## src/rtl/md5sbm_pkg.sv

```systemverilog
// ----------------------------------------------------------------------------
// md5sbm_pkg
// Shared types, constants and step tables for the single-block MD5 matcher.
// ----------------------------------------------------------------------------
package md5sbm_pkg;

   localparam int unsigned WORD_W     = 32;
   localparam int unsigned MSG_WORDS  = 7;
   localparam int unsigned LEN_W      = 8;
   localparam int unsigned STEPS      = 64;
   localparam int unsigned STEP_IDX_W = 6;
   localparam int unsigned CSR_IDX_W  = 2;

   localparam logic [WORD_W-1:0] IV_A = 32'h67452301;
   localparam logic [WORD_W-1:0] IV_B = 32'hefcdab89;
   localparam logic [WORD_W-1:0] IV_C = 32'h98badcfe;
   localparam logic [WORD_W-1:0] IV_D = 32'h10325476;

   // Block word that carries the bit length.
   localparam logic [3:0] LEN_WORD_IDX = 4'd14;

   // Configuration register indexes.
   localparam logic [CSR_IDX_W-1:0] CSR_TARGET_WORD0 = 2'd0;
   localparam logic [CSR_IDX_W-1:0] CSR_TARGET_WORD1 = 2'd1;
   localparam logic [CSR_IDX_W-1:0] CSR_TARGET_WORD2 = 2'd2;
   localparam logic [CSR_IDX_W-1:0] CSR_TARGET_WORD3 = 2'd3;

   // Rounds of the compression function.
   localparam logic [1:0] ROUND_F = 2'd0;
   localparam logic [1:0] ROUND_G = 2'd1;
   localparam logic [1:0] ROUND_H = 2'd2;
   localparam logic [1:0] ROUND_I = 2'd3;

   typedef struct packed {
      logic [WORD_W-1:0] a;
      logic [WORD_W-1:0] b;
      logic [WORD_W-1:0] c;
      logic [WORD_W-1:0] d;
   } md5sbm_state_type;

   typedef struct packed {
      logic [MSG_WORDS-1:0][WORD_W-1:0] words;
      logic [LEN_W-1:0]                 bit_length;
   } md5sbm_blk_type;

   // What one cell hands to the next.
   typedef struct packed {
      logic             valid;
      md5sbm_state_type st;
      md5sbm_blk_type   blk;
   } md5sbm_bus_type;

   typedef struct packed {
      logic [2*WORD_W-1:0] digest_ab;
      logic [2*WORD_W-1:0] digest_cd;
      logic                match;
   } md5sbm_result_type;

   function automatic logic [WORD_W-1:0] step_const(input logic [STEP_IDX_W-1:0] idx);
      logic [WORD_W-1:0] k;
      case (idx)
         6'd0:  k = 32'hd76aa478;  6'd1:  k = 32'he8c7b756;
         6'd2:  k = 32'h242070db;  6'd3:  k = 32'hc1bdceee;
         6'd4:  k = 32'hf57c0faf;  6'd5:  k = 32'h4787c62a;
         6'd6:  k = 32'ha8304613;  6'd7:  k = 32'hfd469501;
         6'd8:  k = 32'h698098d8;  6'd9:  k = 32'h8b44f7af;
         6'd10: k = 32'hffff5bb1;  6'd11: k = 32'h895cd7be;
         6'd12: k = 32'h6b901122;  6'd13: k = 32'hfd987193;
         6'd14: k = 32'ha679438e;  6'd15: k = 32'h49b40821;
         6'd16: k = 32'hf61e2562;  6'd17: k = 32'hc040b340;
         6'd18: k = 32'h265e5a51;  6'd19: k = 32'he9b6c7aa;
         6'd20: k = 32'hd62f105d;  6'd21: k = 32'h02441453;
         6'd22: k = 32'hd8a1e681;  6'd23: k = 32'he7d3fbc8;
         6'd24: k = 32'h21e1cde6;  6'd25: k = 32'hc33707d6;
         6'd26: k = 32'hf4d50d87;  6'd27: k = 32'h455a14ed;
         6'd28: k = 32'ha9e3e905;  6'd29: k = 32'hfcefa3f8;
         6'd30: k = 32'h676f02d9;  6'd31: k = 32'h8d2a4c8a;
         6'd32: k = 32'hfffa3942;  6'd33: k = 32'h8771f681;
         6'd34: k = 32'h6d9d6122;  6'd35: k = 32'hfde5380c;
         6'd36: k = 32'ha4beea44;  6'd37: k = 32'h4bdecfa9;
         6'd38: k = 32'hf6bb4b60;  6'd39: k = 32'hbebfbc70;
         6'd40: k = 32'h289b7ec6;  6'd41: k = 32'heaa127fa;
         6'd42: k = 32'hd4ef3085;  6'd43: k = 32'h04881d05;
         6'd44: k = 32'hd9d4d039;  6'd45: k = 32'he6db99e5;
         6'd46: k = 32'h1fa27cf8;  6'd47: k = 32'hc4ac5665;
         6'd48: k = 32'hf4292244;  6'd49: k = 32'h432aff97;
         6'd50: k = 32'hab9423a7;  6'd51: k = 32'hfc93a039;
         6'd52: k = 32'h655b59c3;  6'd53: k = 32'h8f0ccc92;
         6'd54: k = 32'hffeff47d;  6'd55: k = 32'h85845dd1;
         6'd56: k = 32'h6fa87e4f;  6'd57: k = 32'hfe2ce6e0;
         6'd58: k = 32'ha3014314;  6'd59: k = 32'h4e0811a1;
         6'd60: k = 32'hf7537e82;  6'd61: k = 32'hbd3af235;
         6'd62: k = 32'h2ad7d2bb;  6'd63: k = 32'heb86d391;
         default: k = '0;
      endcase
      return k;
   endfunction

   function automatic logic [4:0] step_rot(input logic [STEP_IDX_W-1:0] idx);
      logic [4:0] s;
      case ({idx[5:4], idx[1:0]})
         4'd0:  s = 5'd7;   4'd1:  s = 5'd12;  4'd2:  s = 5'd17;  4'd3:  s = 5'd22;
         4'd4:  s = 5'd5;   4'd5:  s = 5'd9;   4'd6:  s = 5'd14;  4'd7:  s = 5'd20;
         4'd8:  s = 5'd4;   4'd9:  s = 5'd11;  4'd10: s = 5'd16;  4'd11: s = 5'd23;
         4'd12: s = 5'd6;   4'd13: s = 5'd10;  4'd14: s = 5'd15;  4'd15: s = 5'd21;
         default: s = 5'd7;
      endcase
      return s;
   endfunction

   // Which block word a step consumes.
   function automatic logic [3:0] msg_index(input logic [STEP_IDX_W-1:0] idx);
      logic [3:0] w;
      case (idx[5:4])
         ROUND_F: w = idx[3:0];
         ROUND_G: w = idx[3:0] * 4'd5 + 4'd1;
         ROUND_H: w = idx[3:0] * 4'd3 + 4'd5;
         ROUND_I: w = idx[3:0] * 4'd7;
         default: w = idx[3:0];
      endcase
      return w;
   endfunction

   // Block word w: words 0..6 from the beat, word 14 the length, all else zero.
   function automatic logic [WORD_W-1:0] blk_word(input md5sbm_blk_type blk,
                                                  input logic [3:0]     w);
      logic [WORD_W-1:0] v;
      v = '0;
      if (w < 4'(MSG_WORDS)) begin
         v = blk.words[w[2:0]];
      end else if (w == LEN_WORD_IDX) begin
         v = {{(WORD_W-LEN_W){1'b0}}, blk.bit_length};
      end
      return v;
   endfunction

endpackage

```

## src/rtl/md5sbm_step_cell.sv

```systemverilog
// ----------------------------------------------------------------------------
// md5sbm_step_cell
// One MD5 step with its own registers; the candidate block travels along.
// ----------------------------------------------------------------------------
module md5sbm_step_cell (
   input  logic                               clock,
   input  logic                               reset,
   input  logic                               advance,
   input  logic [md5sbm_pkg::STEP_IDX_W-1:0]  step_idx,
   input  md5sbm_pkg::md5sbm_bus_type         prev,
   output md5sbm_pkg::md5sbm_bus_type         cur
);
   import md5sbm_pkg::*;

   logic              valid_ff;
   md5sbm_state_type  st_ff;
   md5sbm_blk_type    blk_ff;
   md5sbm_bus_type    bus_in;
   logic [WORD_W-1:0] f_val;
   logic [WORD_W-1:0] sum;
   logic [4:0]        rot_amt;
   logic [WORD_W-1:0] rot_val;

   always_comb begin
      case (step_idx[5:4])
         ROUND_F: f_val = (prev.st.b & prev.st.c) | (~prev.st.b & prev.st.d);
         ROUND_G: f_val = (prev.st.d & prev.st.b) | (~prev.st.d & prev.st.c);
         ROUND_H: f_val = prev.st.b ^ prev.st.c ^ prev.st.d;
         ROUND_I: f_val = prev.st.c ^ (prev.st.b | ~prev.st.d);
         default: f_val = '0;
      endcase
      sum     = prev.st.a + f_val + step_const(step_idx)
              + blk_word(prev.blk, msg_index(step_idx));
      rot_amt = step_rot(step_idx);
      rot_val = (sum << rot_amt) | (sum >> (6'd32 - {1'b0, rot_amt}));

      bus_in.valid = prev.valid;
      bus_in.blk   = prev.blk;
      bus_in.st.a  = prev.st.d;
      bus_in.st.d  = prev.st.c;
      bus_in.st.c  = prev.st.b;
      bus_in.st.b  = prev.st.b + rot_val;
   end

   always_ff @(posedge clock) begin
      if (reset) begin
         valid_ff <= 1'b0;
      end else if (advance) begin
         valid_ff <= bus_in.valid;
      end
   end

   always_ff @(posedge clock) begin
      if (advance) begin
         st_ff  <= bus_in.st;
         blk_ff <= bus_in.blk;
      end
   end

   assign cur = {valid_ff, st_ff, blk_ff};

endmodule

```

## config.mk

```make
export PLATFORM = sky130hd
export DESIGN_NAME = md5sbm_step_cell
export DESIGN_NICKNAME = d
export VERILOG_FILES = /design/src/rtl/md5sbm_pkg.sv /design/src/rtl/md5sbm_step_cell.sv
export SDC_FILE = /design/constraint.sdc
export NUM_CORES = 1
export LEC_CHECK = 0
export BUFFER_PORTS_ARGS = -buffer_cell sky130_fd_sc_hd__buf_2
export CORE_ASPECT_RATIO = 1.25
export CORE_UTILIZATION = 27
export CTS_CLUSTER_DIAMETER = 30
export CTS_CLUSTER_SIZE = 30
export DETAILED_ROUTE_END_ITERATION = 7
export PLACE_DENSITY = 0.44
export SLEW_MARGIN = 5
export SYNTH_ARGS = -nofsm -noshare
export SYNTH_HDL_FRONTEND = slang
export SYNTH_SLANG_ARGS = --single-unit
```

## constraint.sdc

```tcl
create_clock -name clock -period 15.9 [get_ports clock]
set_clock_uncertainty 0.1 [all_clocks]
set_input_delay 3.18 -clock clock [delete_from_list [all_inputs] [get_ports clock]]
set_output_delay 3.18 -clock clock [all_outputs]
set_load 0.02 [all_outputs]
```

Word level (Yosys, flattened, before mapping)
Memory sizes are Yosys's and may differ from the RTL's.
Index checks and enable logic that the tools add are counted.
{"block": "totals", "ff_bits": 361, "romBits": 2128, "inputBits": 370, "out_inout_bits": 361, "word_cells": 53, "n_memories": 2}
{"block": "op_classes", "addsub": 7, "mul": 3, "n_lt_le_gt_ge": 2, "n_eq_ne": 4, "n_shift": 2, "mux": 6, "bitwise_logic": 13, "reduce_logical": 1}
{"name": "(name not given)", "depth": 64, "word_bits": 32, "read_ports": 1, "rd_ports_with_merged_regs": 0, "wr": 0, "line_no": "md5sbm_pkg.sv:61", "source": "case (idx)"}
{"name": "(name not given)", "depth": 16, "word_bits": 5, "read_ports": 1, "rd_ports_with_merged_regs": 0, "wr": 0, "line_no": "md5sbm_pkg.sv:101", "source": "case ({idx[5:4], idx[1:0]})"}
{"operator": "$add 32x32->32", "count": 4}
{"operator": "$and 32x32->32", "count": 4}
{"operator": "$or 32x32->32", "count": 4}
{"operator": "$pmux 32 s4", "count": 1}
{"operator": "$bmux 32 s3", "count": 1}
{"operator": "$xor 32x32->32", "count": 3}
{"operator": "$mux 32", "count": 2}
{"operator": "$not 32->32", "count": 2}
{"operator": "$shl 32x5->32", "count": 1}
{"operator": "$shr 32x6->32", "count": 1}
{"operator": "$pmux 4 s4", "count": 1}
{"operator": "$mul 4x3->4 const B", "count": 2}
{"operator": "$mux 8", "count": 1}
{"operator": "$sub 6x5->6 const A", "count": 1}
{"operator": "$add 4x1->4 const B", "count": 1}
{"operator": "$add 4x3->4 const B", "count": 1}
{"operator": "$eq 2x2->1 const B", "count": 2}
{"operator": "$eq 4x4->1 const B", "count": 1}
{"operator": "$lt 3x4->1 const B", "count": 1}
{"operator": "$lt 4x3->1 const B", "count": 1}
{"operator": "$mul 4x2->4 const B", "count": 1}
{"operator": "$eq 2x1->1 const B", "count": 1}
{"operator": "$logic_not 2->1", "count": 1}

Depth between registers and ports, before layout
{"block": "depth", "word_depth": 10, "depth_mapped": 43, "ltp_nobuf": 41}

Least setup slack after synthesis
Ideal clock, no wire load.
{"block": "synth_path", "path_kind": "in2reg", "from": "in step_idx[2] (netlist bit)", "to": "reg st_ff, in the netlist cur[324], data pin", "setup_time_ns": 0.260, "t_arrival_ns": 12.110, "required_ns": 15.540, "slack_ns": 3.430, "stages": 38, "path_buffers": 4, "cell_sequence": "buf_2 > inv_1 > buf_1 > ha_1 > fa_1 > inv_1 > mux4_2 > a31oi_1 > o31ai_1 > clkbuf_1 > a211o_1 > fa_1 > inv_1 > ha_1 > buf_6 > nand2_2 > o311ai_4 > a21oi_2 > [2 not listed] > xnor2_4 > and2_1 > or2_1 > mux4_2 > mux2i_1 > o21ai_1 > fa_1 > a21o_1 > a21o_1 > a2111oi_2 > o31ai_1 > nand3_1 > o31ai_1 > a41oi_1 > a2111oi_0 > or3_1 > a21oi_1 > xnor2_1"}
{"item": "start: declaration", "line_no": "md5sbm_step_cell.sv:9", "source": "input logic [md5sbm_pkg::STEP_IDX_W-1:0] step_idx,"}
{"item": "end signal: assignment", "line_no": "md5sbm_step_cell.sv:55", "source": "st_ff <= bus_in.st;"}
{"item": "end: declaration", "line_no": "md5sbm_step_cell.sv:16", "source": "md5sbm_state_type st_ff;"}

==> results.cfg <==
[floorplanning]
core_um2 = 99400
die_area_um2 = 102000
die_w_um = 286
initial_core_util_pct = 27.4
pin_count = 731
rows = 129
die_h_um = 357

[global_routing]
grt_pass1_wl_um = 197000
grt_pass1_vias = 25500
antenna_found_initial = 26
grt_max_degree = 132
grt_util_all_layers_pct = 27.1
grt-ovfl-total = 0

[placement]
pre_cts_slack_ns = 1.60
place_inst = 4687
dp_hpwl_um = 115000
io_buffer_count = 730
gp_congestion = 1.03
place_area_um2 = 32400

[drt]
viasPerCell = 5.41
wl_per_cell_um = 29.4
drcViolationCount = 0
first_pass_iters = 6
num_vias = 26300
wl_um = 143000
ant_nets = 0
drtIter0Drc = 2363

[setup_path]
crit_top_cell = a21oi_1
required_ns = 16.21
end_kind = register
critPathKind = in2reg
crit_slowest_cell = o311ai_0
crit_path_max_fanout = 42
critPathArrivalTime_ns = 14.01
worst_path_largest_cell_delay_ns = 0.62
critPathLaunchType = input pin

[sta]
final-max-slew-violation-count = 0
maxSlewHeadroom_pct = 23.3
worst_slack_ns = 2.20
fin_crit_sh_pct = 86.2
hold_viol = 0
worst_pin_slew_ns = 1.14
rsz0062_at_grt = false
period_minus_slack_ns = 13.70
setup_viol = 0
tns_ns = 0
timing.fmax_mhz = 73.0

[synth]
synth_edf_count = 360
syn_avg_cell_area_um2 = 9.88
synthCells = 2755
yosys_most_used_dff = edfxtp_1
synthDistinctLibCells = 102
synth_seq_area_share_pct = 39.8
async_flop_share_pct = 0
ys.warnings.count = 0
ys_ff_latch = 361
syn_nets = 3308
netlist_area_um2 = 27200

[clocking]
clk_pin_slew_ns = 0.04
cts_tree = built
h-tree-depth = 3
ctsLongestPathBuffers = 3
cts_made_buffers = 83
hold_buffers = 0
cts_setup_buffers = 0
clock_latency_ns = 0.66
cts_num_sinks = 361
cts_resized = 0
cts_root_buf = clkbuf_16

[power]
ir_worst_vdd_mv = 0.100
powerDensity_nw_per_um2 = 213
leakage_uw = 0.0147

[finish]
fin_area_um2 = 35400
post_layout_nonfiller_instances = 4853
fin_util_pct = 35.6
drive_above_1_share_pct = 30.0
nNetsFinal = 4015
syn2layout_area_growth_pct = 29.9
multi_input_area_um2 = 15200
fillers = 10300
regArea_um2 = 10800

[job]
drv_cap = 0

[hold_path]
hold_path_class = reg2reg

[run_status]
status = completed
-- per-stage QoR --
step,power [uW],hold WS (ns)
global route,7990,0.464
detailed placement,5710,0.383
floorplan,4280,0.362
finish,7530,0.385
CTS,7540,0.392
global placement,5760,0.373
-- kinds of logic (layout without fill, tap and decap cells) --
group / after synthesis / count (layout) / synth area share, %
and+or+nand+nor: 803 / 803 / 13.1
muxes: 152 / 152 / 8.27
AOI/OAI and AO/OA: 845 / 845 / 20.7
buffers and inverters: 317 / 1092 / 4.64
adders and majority gates: 183 / 183 / 10.3
DFF: 361 / 361 / 39.8
xor gates and xnor gates: 94 / 94 / 3.23
other: 0 / 13 / 0
-- routing by layer --
| metal | global-route usage (%) | part of all wire [%] |
|---|---|---|
| met5 | 0 | 0 |
| met2 | 47.8 | 51 |
| met3 | 4.85 | 6.1 |
| met1 | 32.4 | 40 |
| met4 | 10.8 | 3.9 |
-- path summary, 6_finish.rpt --
kind | from | endpoint | slack, ns | cells past startpoint
hold / removal | valid_ff | valid_ff | 0.39 | 2
hold reg to reg | valid_ff | valid_ff | 0.39 | 2
setup reg to reg | valid_ff | valid_ff | 15.23 | 2
setup / recovery | step_idx[1] | cur[327] | 2.20 | 33
-- placed cells by master, fill, tap and decap left out, drive strengths merged, types with 37 or more instances in the layout --
master	instances
a211oi	61
a21oi	221
a22oi	55
buf	798
clkbuf	89
clkinv	37
edfxtp	360
fa	67
ha	116
inv	145
mux2i	82
mux4	57
nand2	262
nand2b	48
nand3	100
nor2	260
nor3	40
o211ai	41
o21ai	201
xnor2	78
-- synthesized netlist by cell type, types with 7 or more instances --
cell         n  area (um^2)
buf_4        8         60.1
ha_1       116         1450
o21a_1      13         97.6
mux2i_1     82          821
a211oi_1    59          443
mux4_2      57         1280
inv_1      134          503
o21ai_0    179          896
o22ai_1     10         62.6
xor2_1      15          131
o31ai_1     19          143
or3_1       16          100
a22oi_1     55          413
buf_2       28          140
and2_1      10         62.6
buf_1       31          116
o21ai_1     21          105
a21oi_2      7         61.3
edfxtp_1   360        10800
nor3_1      39          195
fa_1        67         1340
nand3_1    100          500
o211ai_1    41          308
nor2_1     260          976
a211o_1     17          149
mux2_2      12          135
o221ai_1    13          114
xnor2_1     74          648
a221oi_1    22          193
nor2b_1     10         62.6
nand4_1     14         87.6
a21oi_1    213         1070
nand2_1    261          980
o2111ai_1    8         70.1
a21o_1      34          255
a31oi_1     24          150
and3_1      16          100
nand2b_1    48          300
clkbuf_1   107          402
o311ai_0    11         96.3
-- cell type report --
class,count,share of cell area [%]
well taps,1310,4.64
inverters,141,1.50
clock inverters,64,2.08
diodes,13,0.0920
multi-input cells,2077,43.1
flip-flops and latches,361,30.6
clock buffers,89,6.06
repair buffers,798,11.9
-- flip-flops by register name (all words and copies together) (netlist names) --
name      flops
valid_ff      1
cur         360
-- worst max-delay path, delay by kind of cell --
family / cells / cell delay [ns]
AOI/OAI and AO/OA: 20 / 5.83
adders and majority gates: 4 / 1.75
buffers and inverters: 3 / 1.23
muxes: 2 / 0.88
and+or+nand+nor: 3 / 0.71
xor gates and xnor gates: 1 / 0.34
-- report_power, final --
part | internal [uW] | switching [uW] | total [uW]
combinational | 1630 | 2870 | 4500
clock | 1160 | 607 | 1770
sequential | 1240 | 31.8 | 1270
total | 4020 | 3510 | 7530
No activity file was read; power rests on OpenSTA's default activity.
